`config.mk`:
```
export PLATFORM = sky130hd
export DESIGN_NAME = subject_name_validator
export DESIGN_NICKNAME = d
export VERILOG_FILES = /design/src/design/snv_pkg.sv /design/src/design/subject_name_validator.sv /design/src/design/snv_cfg.sv
export SDC_FILE = /design/constraint.sdc
export NUM_CORES = 1
export LEC_CHECK = 0
export ABC_AREA = 1
export BUFFER_PORTS_ARGS = -buffer_cell sky130_fd_sc_hd__buf_2
export CORE_MARGIN = 4
export CORE_UTILIZATION = 30
export CTS_CLUSTER_SIZE = 16
export DETAILED_ROUTE_END_ITERATION = 6
export SYNTH_ARGS = -nofsm -noshare
export SYNTH_HDL_FRONTEND = slang
export SYNTH_SLANG_ARGS = --single-unit
```
`constraint.sdc`:
```
create_clock -name clk -period 2.5 [get_ports clk]
set_input_delay 0.625 -clock clk [delete_from_list [all_inputs] [get_ports clk]]
set_output_delay 0.625 -clock clk [all_outputs]
set_load 0.02 [all_outputs]
```
`src/design/snv_pkg.sv`:
```
// Shared types and constants for the subject name validator.
// Used by the configuration register block and the top level.
// No dependencies.
package snv_pkg;

	// Name limits.
	localparam int unsigned MAX_NAME_LEN = 255;
	localparam int unsigned MAX_ELEM_LEN = 127;
	localparam int unsigned MAX_ELEMENTS = 32;

	// Counter widths; each counter holds one above its limit.
	localparam int unsigned NAME_LEN_W = $clog2(MAX_NAME_LEN + 2);
	localparam int unsigned ELEM_LEN_W = $clog2(MAX_ELEM_LEN + 2);
	localparam int unsigned ELEM_CNT_W = 6;

	// Configuration port geometry.
	localparam int unsigned ADDR_W = 4;
	localparam int unsigned DATA_W = 32;

	// Register indexes (byte address is four times the index).
	typedef enum logic [1:0] {
		REG_SEPARATOR = 2'd0,
		REG_ANY_WC    = 2'd1,
		REG_TAIL_WC   = 2'd2
	} reg_idx_t;

	// Verdict codes.
	typedef enum logic [2:0] {
		ERR_NONE         = 3'd0,
		ERR_EMPTY_NAME   = 3'd1,
		ERR_TOO_LONG     = 3'd2,
		ERR_TOO_MANY     = 3'd3,
		ERR_EMPTY_ELEM   = 3'd4,
		ERR_ELEM_LONG    = 3'd5,
		ERR_TAIL_NOTLAST = 3'd6,
		ERR_EMBEDDED_WC  = 3'd7
	} err_code_t;

	// Character configuration seen by the datapath.
	typedef struct packed {
		logic [7:0] separator;
		logic [7:0] any_wc;
		logic [7:0] tail_wc;
	} cfg_t;

	// Reset values of the character registers.
	localparam logic [7:0] SEPARATOR_RST = 8'd46;
	localparam logic [7:0] ANY_WC_RST    = 8'd42;
	localparam logic [7:0] TAIL_WC_RST   = 8'd62;

endpackage

```
`src/design/subject_name_validator.sv`:
```
// Subject name validator: one name byte per cycle, verdict on the zero byte.
// The verdict is registered in the result register as its zero byte leaves the input register.
// Single input and result registers; a zero byte waits while a held result is stalled.
// Reset: arst_n resets valid flags, name state and the character registers.
// Depends on snv_pkg and snv_cfg.
module subject_name_validator (
	input  logic                       clk,
	input  logic                       arst_n,
	input  logic                       psel,
	input  logic                       penable,
	input  logic                       pwrite,
	input  logic [snv_pkg::ADDR_W-1:0] paddr,
	input  logic [snv_pkg::DATA_W-1:0] pwdata,
	output logic [snv_pkg::DATA_W-1:0] prdata,
	output logic                       pready,
	input  logic                       name_valid,
	output logic                       name_stall,
	input  logic [7:0]                 name_byte,
	output logic                       result_valid,
	input  logic                       result_stall,
	output logic                       name_ok,
	output logic [2:0]                 error_code,
	output logic [5:0]                 error_element,
	output logic                       is_pattern,
	output logic [5:0]                 element_total,
	output logic [8:0]                 name_length
);
	import snv_pkg::*;

	cfg_t cfg;

	snv_cfg u_cfg (
		.clk     (clk),
		.arst_n  (arst_n),
		.psel    (psel),
		.penable (penable),
		.pwrite  (pwrite),
		.paddr   (paddr),
		.pwdata  (pwdata),
		.prdata  (prdata),
		.pready  (pready),
		.cfg     (cfg)
	);

	// Input register.
	logic       vld_s1;
	logic [7:0] byte_s1;
	logic       adv;
	logic       is_end;

	// Name state.
	logic [NAME_LEN_W-1:0] name_len_q;
	logic [ELEM_LEN_W-1:0] elem_len_q;
	logic [ELEM_CNT_W-1:0] elem_cnt_q;
	logic                  has_any_q;
	logic                  has_tail_q;
	err_code_t             perr_code_q;
	logic [ELEM_CNT_W-1:0] perr_elem_q;
	err_code_t             merr_code_q;
	logic [ELEM_CNT_W-1:0] merr_elem_q;
	logic                  pattern_q;

	// Result register.
	logic                  out_vld_q;
	logic                  ok_q;
	err_code_t             code_q;
	logic [ELEM_CNT_W-1:0] elem_q;
	logic                  pat_q;
	logic [ELEM_CNT_W-1:0] total_q;
	logic [NAME_LEN_W-1:0] len_q;

	// A non-zero byte never produces a result, so it always moves on.
	assign is_end     = (byte_s1 == 8'd0);
	assign adv        = vld_s1 & (!is_end | !out_vld_q | !result_stall);
	assign name_stall = vld_s1 & !adv;

	always_ff @(posedge clk or negedge arst_n) begin
		if (!arst_n) begin
			vld_s1 <= 1'b0;
		end else if (!vld_s1 || adv) begin
			vld_s1 <= name_valid;
		end
	end

	always_ff @(posedge clk) begin
		if ((!vld_s1 || adv) && name_valid) begin
			byte_s1 <= name_byte;
		end
	end

	// Element close, shared by a separator and the end byte.
	logic      last_close;
	err_code_t close_perr;
	err_code_t close_merr;
	logic      close_pat;
	logic      len_one;

	assign last_close = is_end;
	assign len_one    = (elem_len_q == ELEM_LEN_W'(1));

	always_comb begin
		close_perr = ERR_NONE;
		close_merr = merr_code_q;
		close_pat  = pattern_q;
		if (elem_len_q == '0) begin
			close_perr = ERR_EMPTY_ELEM;
		end else if (elem_len_q > ELEM_LEN_W'(MAX_ELEM_LEN)) begin
			close_perr = ERR_ELEM_LONG;
		end else if (merr_code_q == ERR_NONE) begin
			if (len_one && has_any_q) begin
				close_pat = 1'b1;
			end else if (len_one && has_tail_q) begin
				if (last_close) begin
					close_pat = 1'b1;
				end else begin
					close_merr = ERR_TAIL_NOTLAST;
				end
			end else if (has_any_q || has_tail_q) begin
				close_merr = ERR_EMBEDDED_WC;
			end
		end
	end

	// Byte classification for the streaming update.
	logic is_sep;
	logic at_limit;
	logic name_sat;
	logic elem_sat;

	assign is_sep   = (byte_s1 == cfg.separator);
	assign at_limit = (elem_cnt_q == ELEM_CNT_W'(MAX_ELEMENTS));
	assign name_sat = (name_len_q > NAME_LEN_W'(MAX_NAME_LEN));
	assign elem_sat = (elem_len_q > ELEM_LEN_W'(MAX_ELEM_LEN));

	// Streaming state update; the end byte resets all name state for the next name.
	always_ff @(posedge clk or negedge arst_n) begin
		if (!arst_n) begin
			name_len_q  <= '0;
			elem_len_q  <= '0;
			elem_cnt_q  <= ELEM_CNT_W'(1);
			has_any_q   <= 1'b0;
			has_tail_q  <= 1'b0;
			perr_code_q <= ERR_NONE;
			perr_elem_q <= '0;
			merr_code_q <= ERR_NONE;
			merr_elem_q <= '0;
			pattern_q   <= 1'b0;
		end else if (adv) begin
			if (is_end) begin
				name_len_q  <= '0;
				elem_len_q  <= '0;
				elem_cnt_q  <= ELEM_CNT_W'(1);
				has_any_q   <= 1'b0;
				has_tail_q  <= 1'b0;
				perr_code_q <= ERR_NONE;
				perr_elem_q <= '0;
				merr_code_q <= ERR_NONE;
				merr_elem_q <= '0;
				pattern_q   <= 1'b0;
			end else begin
				if (!name_sat) begin
					name_len_q <= name_len_q + NAME_LEN_W'(1);
				end
				if (perr_code_q == ERR_NONE) begin
					if (at_limit) begin
						perr_code_q <= ERR_TOO_MANY;
						perr_elem_q <= '0;
					end else if (is_sep) begin
						if (close_perr != ERR_NONE) begin
							perr_code_q <= close_perr;
							perr_elem_q <= elem_cnt_q;
						end else begin
							if (merr_code_q == ERR_NONE && close_merr != ERR_NONE) begin
								merr_code_q <= close_merr;
								merr_elem_q <= elem_cnt_q;
							end
							pattern_q  <= close_pat;
							elem_cnt_q <= elem_cnt_q + ELEM_CNT_W'(1);
							elem_len_q <= '0;
							has_any_q  <= 1'b0;
							has_tail_q <= 1'b0;
						end
					end else begin
						if (!elem_sat) begin
							elem_len_q <= elem_len_q + ELEM_LEN_W'(1);
						end
						if (byte_s1 == cfg.any_wc) begin
							has_any_q <= 1'b1;
						end
						if (byte_s1 == cfg.tail_wc) begin
							has_tail_q <= 1'b1;
						end
					end
				end
			end
		end
	end

	// Verdict for the end byte, ranked as empty, too long, parse, wildcard.
	err_code_t             v_code;
	logic [ELEM_CNT_W-1:0] v_elem;
	logic                  v_pat;
	logic [ELEM_CNT_W-1:0] v_total;

	always_comb begin
		v_code  = ERR_NONE;
		v_elem  = '0;
		v_pat   = 1'b0;
		v_total = '0;
		if (name_len_q == '0) begin
			v_code = ERR_EMPTY_NAME;
		end else if (name_sat) begin
			v_code = ERR_TOO_LONG;
		end else if (perr_code_q != ERR_NONE) begin
			v_code  = perr_code_q;
			v_elem  = perr_elem_q;
			v_total = elem_cnt_q;
		end else if (close_perr != ERR_NONE) begin
			v_code  = close_perr;
			v_elem  = elem_cnt_q;
			v_total = elem_cnt_q;
		end else if (merr_code_q != ERR_NONE) begin
			v_code  = merr_code_q;
			v_elem  = merr_elem_q;
			v_pat   = pattern_q;
			v_total = elem_cnt_q;
		end else if (close_merr != ERR_NONE) begin
			v_code  = close_merr;
			v_elem  = elem_cnt_q;
			v_pat   = pattern_q;
			v_total = elem_cnt_q;
		end else begin
			v_pat   = close_pat;
			v_total = elem_cnt_q;
		end
	end

	// Result register valid; it frees when the downstream takes the transaction.
	always_ff @(posedge clk or negedge arst_n) begin
		if (!arst_n) begin
			out_vld_q <= 1'b0;
		end else if (adv && is_end) begin
			out_vld_q <= 1'b1;
		end else if (!result_stall) begin
			out_vld_q <= 1'b0;
		end
	end

	always_ff @(posedge clk) begin
		if (adv && is_end) begin
			ok_q    <= (v_code == ERR_NONE);
			code_q  <= v_code;
			elem_q  <= v_elem;
			pat_q   <= v_pat;
			total_q <= v_total;
			len_q   <= name_len_q;
		end
	end

	assign result_valid  = out_vld_q;
	assign name_ok       = ok_q;
	assign error_code    = code_q;
	assign error_element = elem_q;
	assign is_pattern    = pat_q;
	assign element_total = total_q;
	assign name_length   = len_q;

`ifndef ASSERT_OFF
	// The pass flag agrees with the error code.
	a_ok_matches_code: assert property (@(posedge clk) disable iff (!arst_n)
		out_vld_q |-> (ok_q == (code_q == ERR_NONE)))
		else $error("name_ok disagrees with error_code");

	// An empty-name verdict carries no length and no elements.
	a_empty_zero: assert property (@(posedge clk) disable iff (!arst_n)
		(out_vld_q && code_q == ERR_EMPTY_NAME) |-> (len_q == '0 && total_q == '0))
		else $error("empty name verdict with non-zero counts");

	// Too many elements reports the element limit as the total.
	a_too_many_total: assert property (@(posedge clk) disable iff (!arst_n)
		(out_vld_q && code_q == ERR_TOO_MANY) |->
		(total_q == ELEM_CNT_W'(MAX_ELEMENTS) && elem_q == '0))
		else $error("too many elements verdict with wrong counts");

	// An end byte that moves on always leaves a pending result.
	a_end_gives_result: assert property (@(posedge clk) disable iff (!arst_n)
		(adv && is_end) |=> out_vld_q)
		else $error("end byte accepted without a result");

	// The element counter never runs past its limit.
	a_elem_cnt_bound: assert property (@(posedge clk) disable iff (!arst_n)
		(elem_cnt_q <= ELEM_CNT_W'(MAX_ELEMENTS)) && (elem_cnt_q != '0))
		else $error("element counter out of range");
`endif

endmodule

```
`src/design/snv_cfg.sv`:
```
// Configuration registers of the subject name validator behind an APB-style port.
// Depends on snv_pkg for the register map and the cfg_t struct.
module snv_cfg (
	input  logic                       clk,
	input  logic                       arst_n,
	input  logic                       psel,
	input  logic                       penable,
	input  logic                       pwrite,
	input  logic [snv_pkg::ADDR_W-1:0] paddr,
	input  logic [snv_pkg::DATA_W-1:0] pwdata,
	output logic [snv_pkg::DATA_W-1:0] prdata,
	output logic                       pready,
	output snv_pkg::cfg_t              cfg
);
	import snv_pkg::*;

	cfg_t     cfg_q;
	reg_idx_t widx;
	logic     wr_en;

	assign pready = 1'b1;
	assign widx   = reg_idx_t'(paddr[3:2]);
	assign wr_en  = psel & penable & pwrite;

	// Register writes complete in the access phase.
	always_ff @(posedge clk or negedge arst_n) begin
		if (!arst_n) begin
			cfg_q.separator <= SEPARATOR_RST;
			cfg_q.any_wc    <= ANY_WC_RST;
			cfg_q.tail_wc   <= TAIL_WC_RST;
		end else if (wr_en) begin
			case (widx)
				REG_SEPARATOR: cfg_q.separator <= pwdata[7:0];
				REG_ANY_WC:    cfg_q.any_wc    <= pwdata[7:0];
				REG_TAIL_WC:   cfg_q.tail_wc   <= pwdata[7:0];
				default: ;
			endcase
		end
	end

	// Read mux; unmapped addresses read as zero.
	always_comb begin
		prdata = '0;
		case (widx)
			REG_SEPARATOR: prdata[7:0] = cfg_q.separator;
			REG_ANY_WC:    prdata[7:0] = cfg_q.any_wc;
			REG_TAIL_WC:   prdata[7:0] = cfg_q.tail_wc;
			default:       prdata      = '0;
		endcase
	end

	assign cfg = cfg_q;

endmodule
```
# Yosys cells after proc, flatten, opt, wreduce, memory -nomap -nowiden
# Cells that the tools add are included.
# op_classes
addsub	3
order_cmp	2
n_eq_ne	13
n_mux	81
bitwise_logic	6
n_reduce_logical	42
# ops
operator	n
$mux W6	20
$mux W3	26
$mux W8	6
$mux W1	26
$eq A8 B8 Y1	3
$pmux W8 S3	1
$reduce_bool A3 Y1	8
$reduce_and A5 Y1	4
$mux W9	2
$logic_not A8 Y1	2
$add A9 B1 Y9 const B	1
$gt A9 B8 Y1 const B	1
$logic_not A3 Y1	3
$logic_not A9 Y1	1
$add A8 B1 Y8 const B	1
$eq A8 B1 Y1 const B	1
$gt A8 B7 Y1 const B	1
$reduce_and A2 Y1	4
$add A6 B1 Y6 const B	1
$eq A6 B6 Y1 const B	1
$ne A2 B2 Y1 const B	3
$ne A3 B3 Y1 const B	2
$reduce_and A6 Y1	1
$reduce_bool A2 Y1	3
12 further kinds	25
# totals
regBits	104
in_bits	51
word_cells	169

# Depth between registers and ports, before layout
# depth
word_depth	15
mapped_depth	14

# Hierarchy
# Synthesis repeated with hierarchy kept, for this count alone.
# hier_totals
hier_cells	659
hier_area_um2	5552.8
# modules_own_cells
module	instances	cells_each	area_each_um2
subject_name_validator	1	486	4230.3
snv_cfg	1	173	1322.5

# Worst setup path after synthesis
# No wires, ideal clock.
# synth_timing
path_type	input port to output port
start	input paddr[2] in the netlist's numbering
end	output prdata[4] in the netlist's numbering
arrival_ps	1395
required_time_ps	1875
path_slack_ps	480
stages	4
n_path_buf	0
path_cell_list	inv_1 nor2_1 inv_1 o221ai_1
# synth_via
elab_chain_len	2
# synth_lines
element	line	source
start: declaration	subject_name_validator.sv:12	input logic [snv_pkg::ADDR_W-1:0] paddr,
$eq A2 B2 Y1, or another cell as far along	snv_cfg.sv:44	case (widx)
$pmux W8 S3 *	snv_cfg.sv:44	
end: declaration	subject_name_validator.sv:14	output logic [snv_pkg::DATA_W-1:0] prdata,
# Every way passes the cells marked *; elsewhere a longest branch is shown, timed or not.

# Worst setup path in the final report
# layout_timing
start	register byte_s1[2]
end	output name_stall
# layout_via
elab_chain_len	7
# layout_lines
element	line	source
start: declaration	subject_name_validator.sv:47	logic [7:0] byte_s1;
start signal: assignment	subject_name_validator.sv:87	byte_s1 <= name_byte;
$logic_not A8 Y1	subject_name_validator.sv:73	assign is_end = (byte_s1 == 8'd0);
$logic_not A1 Y1	subject_name_validator.sv:74	assign adv = vld_s1 & (!is_end | !out_vld_q | !result_stall);
$or A1 B1 Y1 (2 in a row)	subject_name_validator.sv:74	
$and A1 B1 Y1	subject_name_validator.sv:74	
$logic_not A1 Y1	subject_name_validator.sv:75	assign name_stall = vld_s1 & !adv;
$and A1 B1 Y1	subject_name_validator.sv:75	
end: declaration	subject_name_validator.sv:17	output logic name_stall,
# No other way between the ends.

==> qor.json <==
{
  "post_route_cells_drive_above_1_share_pct": 20.3,
  "slew_headroom_pct": 66.4,
  "synth-edff-count": 34,
  "synth_top_area_share_pct": 26.0,
  "slowest_delay_ns": 0.47,
  "timing.final.setup_violations": 0,
  "post_synth_num_cell_types": 43,
  "hold_viol": 0,
  "synthArstFlopShare_pct": 67.3,
  "timing.critical_path.to": "name_stall",
  "cts-hold-fix-buffers": 0,
  "initial_utilization_pct": 30.5,
  "worstSetupStartpointType": "register",
  "gpl.final_weighted_congestion": 0.847,
  "crit-reg2reg-launch": "name_len_q[1]$_DFFE_PN0P_",
  "ys_ff_latch": 104,
  "fin_util_pct": 35.2,
  "dp_hpwl_um": 8820,
  "postLayoutCellArea_um2": 6320,
  "num_vias": 4178,
  "regToRegEndpoint": "error_element[0]$_SDFFCE_PP0P_",
  "yosys_warnings": 0,
  "grt-ovfl-total": 0,
  "path_cells": "nor2_1, nand2_1, nor2_4, nand2_2, nor2_1, buf_2",
  "worst_path_fanout_max": 4,
  "worst_slew_pin_slew_ns": 0.503,
  "netlist_instances": 631,
  "period_minus_slack_ns": 2.29,
  "timing.critical_path.to_type": "output port",
  "synth.yosys.seq_area_share_pct": 50.8,
  "synthesized_area_divided_by_synthesized_cell_count_um2": 8.69,
  "cts_max_level": 3,
  "worst_clock_skew_ns": 0.0124,
  "p_per_area_nw_per_um2": 778,
  "synth_compound_area_share_pct": 9.56,
  "floorplan.die_area_um2": 20500,
  "grt_first_pass_wirelength_um": 20200,
  "max_clock_freq_mhz": 437,
  "data_required_time_of_the_critical_path_ns": 1.88,
  "grt_start_max_net_pins": 37,
  "r2r_setup_slack_ns": 0.31,
  "placementRows": 49,
  "synth_area_leader_cell": "sky130_fd_sc_hd__dfrtp_1",
  "power.static_leakage_uw": 0.00297,
  "synth.mux.area_fraction_pct": 0,
  "slowest_stage": "sky130_fd_sc_hd__edfxtp_1",
  "number_of_violations_reported_at_the_end_of_detailed_routing_iteration_0": 279,
  "first_global_vias": 4080,
  "clkSinkCount": 104,
  "dpl_cell_area_um2": 5990,
  "min_path_type": "primary input to async pin",
  "finish.net_count": 759,
  "post-route-drc-count": 0,
  "clk-insertion-delay-late_ns": 0.35,
  "die_y_um": 143,
  "cap_violations": 0,
  "boundary_pin_count": 112,
  "run_status": "finished clean",
  "clock_path_buffers": 2,
  "yosys.area_share.xor_xnor_pct": 3.83,
  "synth_top_family_by_area": "simple AND/OR/NAND/NOR gates",
  "critical_path_arrival_ns": 1.66,
  "fraction_of_the_mapped_netlist_area_in_simple_logic_gates_pct": 24.2,
  "die_width_um": 143,
  "coreArea_um2": 18000,
  "cp_startpoint": "byte_s1[2]$_DFFE_PP_",
  "tcrit_tclk_final_pct": 91.6,
  "timing.setup.tns_ns": 0,
  "via_per_inst": 4.47,
  "netlist_top_cells_area": "sky130_fd_sc_hd__dfrtp_1 (26%), sky130_fd_sc_hd__edfxtp_1 (19%), sky130_fd_sc_hd__nand2_1 (12%)",
  "cell_area_after_technology_mapping_um2": 5490,
  "groute.usage.overall_pct": 12.2,
  "drt_wl_total_um": 11800,
  "critPathMostFrequentCell": "sky130_fd_sc_hd__nor2_1",
  "max_ir_drop_vdd_mv": 0.444,
  "syn_to_layout_area_delta_pct": 15.3,
  "clk_pin_slew_ns": 0.08,
  "grt_antenna_before_repair": 0,
  "setup.worst_path.class": "register to output port",
  "cts_buffers": 9,
  "routedWlPerCell_um": 12.7,
  "cts-root-buf": "sky130_fd_sc_hd__clkbuf_16",
  "number_of_port_buffers": 60,
  "synth_fa_ha_area_share_pct": 1.82,
  "number_of_cells_on_the_worst_reg_to_reg_path": 12,
  "slew_viol_final": 0,
  "rsz0062_at_grt": "false",
  "antenna-diode-count": 0,
  "clock_tree_from_tritoncts": "done",
  "ant_nets": 0,
  "dominantRegCellSynth": "sky130_fd_sc_hd__dfrtp_1",
  "detailedRoute.firstPassIterationCount": 5
}
[metrics by stage]
step	cells	setup WS, ns	hold slack (ns)	total power [uW]
finish	934	0.211	0.226	4920
global route	934	0.0505	0.247	5260
CTS	933	0.0625	0.234	4980
detailed placement	917	0.242	0.431	3460
global placement	917	0.331	0.432	3430
floorplan	654	0.480	0.329	3160
[placed cells by master (no fill, tap or decap), types with 2 or more instances in the layout]
cell type / n
sky130_fd_sc_hd__a21oi_1: 9
sky130_fd_sc_hd__a31oi_1: 6
sky130_fd_sc_hd__buf_2: 60
sky130_fd_sc_hd__buf_4: 11
sky130_fd_sc_hd__clkbuf_16: 9
sky130_fd_sc_hd__clkinv_8: 2
sky130_fd_sc_hd__conb_1: 25
sky130_fd_sc_hd__dfrtp_1: 57
sky130_fd_sc_hd__dfstp_2: 13
sky130_fd_sc_hd__edfxtp_1: 34
sky130_fd_sc_hd__ha_1: 8
sky130_fd_sc_hd__inv_1: 61
sky130_fd_sc_hd__inv_2: 7
sky130_fd_sc_hd__inv_8: 2
sky130_fd_sc_hd__nand2_1: 169
sky130_fd_sc_hd__nand2_2: 4
sky130_fd_sc_hd__nand2_4: 2
sky130_fd_sc_hd__nand3_1: 38
sky130_fd_sc_hd__nand4_1: 13
sky130_fd_sc_hd__nor2_1: 54
sky130_fd_sc_hd__nor2_2: 2
sky130_fd_sc_hd__nor2_4: 3
sky130_fd_sc_hd__nor3_1: 7
sky130_fd_sc_hd__nor4_1: 2
sky130_fd_sc_hd__o21ai_0: 34
sky130_fd_sc_hd__o21ai_1: 9
sky130_fd_sc_hd__o21ai_2: 13
sky130_fd_sc_hd__o221ai_1: 4
sky130_fd_sc_hd__o31ai_1: 3
sky130_fd_sc_hd__or2_2: 4
sky130_fd_sc_hd__xnor2_1: 8
sky130_fd_sc_hd__xor2_1: 16
[cell type report]
| class | count | area (um2) |
|---|---|---|
| repair buffers | 72 | 403 |
| inverters | 69 | 262 |
| clock buffers | 9 | 225 |
| clock inverters | 7 | 101 |
| fillers | 1872 | 11600 |
| flip-flops and latches | 104 | 2790 |
| well taps | 229 | 287 |
| multi-input cells | 444 | 2260 |
[logic make-up (layout without fill, tap and decap cells)]
family | Yosys count | in the layout
AND/OR/NAND/NOR | 303 | 303
buffers and inverters | 106 | 157
flip-flops | 104 | 104
AO/OA/AOI/OAI | 84 | 84
XOR/XNOR | 24 | 24
adder cells (fa/ha/maj) | 8 | 8
other | 2 | 25
[worst max-delay path, delay by kind of cell (launching register included)]
kind,cells,cell delay [ns]
DFF,1,0.47
and+or+nand+nor,5,0.65
buffers and inverters,1,0.19
[power by group]
part           total, uW  internal [uW]  switching, uW
clock network       1500            810            687
registers           2260           2060            201
logic               1160            427            733
total               4920           3300           1620
[worst min-delay path by stage]
| stage | start | endpoint | slack [ns] | cells after the start |
|---|---|---|---|---|
| floorplan | arst_n | elem_cnt_q[1]$_DFFE_PN0P_ | 0.33 | 0 |
| CTS | arst_n | u_cfg.cfg[23]$_DFFE_PN0P_ | 0.23 | 1 |
| finish | arst_n | u_cfg.cfg[15]$_DFFE_PN0P_ | 0.23 | 1 |
| global placement | name_len_q[8]$_DFFE_PN0P_ | name_length[8]$_DFFE_PP_ | 0.43 | 0 |
| global route | arst_n | u_cfg.cfg[10]$_DFFE_PN0P_ | 0.25 | 1 |
| detailed placement | name_len_q[3]$_DFFE_PN0P_ | name_length[3]$_DFFE_PP_ | 0.43 | 0 |
[registers in the layout (all words and copies together) (netlist names), 3 cells and up]
name and count:
element_total 6, u_cfg.cfg 24, perr_elem_q 6, elem_len_q 8, error_code 3, elem_cnt_q 6
perr_code_q 3, merr_elem_q 6, byte_s1 8, name_length 9, error_element 6, name_len_q 9
merr_code_q 3
[timing repair]
item / in CTS / in global routing
setup buffers: 0 / 1
resized for setup: 0 / 1
endpoints found under the setup margin: 0 / 3
[synthesized netlist by cell type (3+ instances only)]
cell type / number
sky130_fd_sc_hd__nand2_1: 169
sky130_fd_sc_hd__inv_1: 62
sky130_fd_sc_hd__dfrtp_1: 57
sky130_fd_sc_hd__nor2_1: 54
sky130_fd_sc_hd__nand3_1: 38
sky130_fd_sc_hd__edfxtp_1: 34
sky130_fd_sc_hd__o21ai_0: 34
sky130_fd_sc_hd__buf_4: 27
sky130_fd_sc_hd__xor2_1: 16
sky130_fd_sc_hd__dfstp_2: 13
sky130_fd_sc_hd__nand4_1: 13
sky130_fd_sc_hd__o21ai_2: 13
sky130_fd_sc_hd__a21oi_1: 9
sky130_fd_sc_hd__o21ai_1: 9
sky130_fd_sc_hd__ha_1: 8
sky130_fd_sc_hd__xnor2_1: 8
sky130_fd_sc_hd__nor3_1: 7
sky130_fd_sc_hd__a31oi_1: 6
sky130_fd_sc_hd__clkbuf_1: 6
sky130_fd_sc_hd__inv_2: 6
sky130_fd_sc_hd__nand2_2: 4
sky130_fd_sc_hd__o221ai_1: 4
sky130_fd_sc_hd__or2_2: 4
sky130_fd_sc_hd__buf_6: 3
sky130_fd_sc_hd__nor2_4: 3
sky130_fd_sc_hd__o31ai_1: 3
[routing by layer]
layer  GRT usage (%)  part of all wire [%]  vias up
met5               0                     0        -
met4            3.52                   1.5        0
met3            2.48                   4.5       13
met2            20.2                    48       96
met1            16.2                    46     1924
li1                -                     -     2145
(Power assumes the default switching activity.)
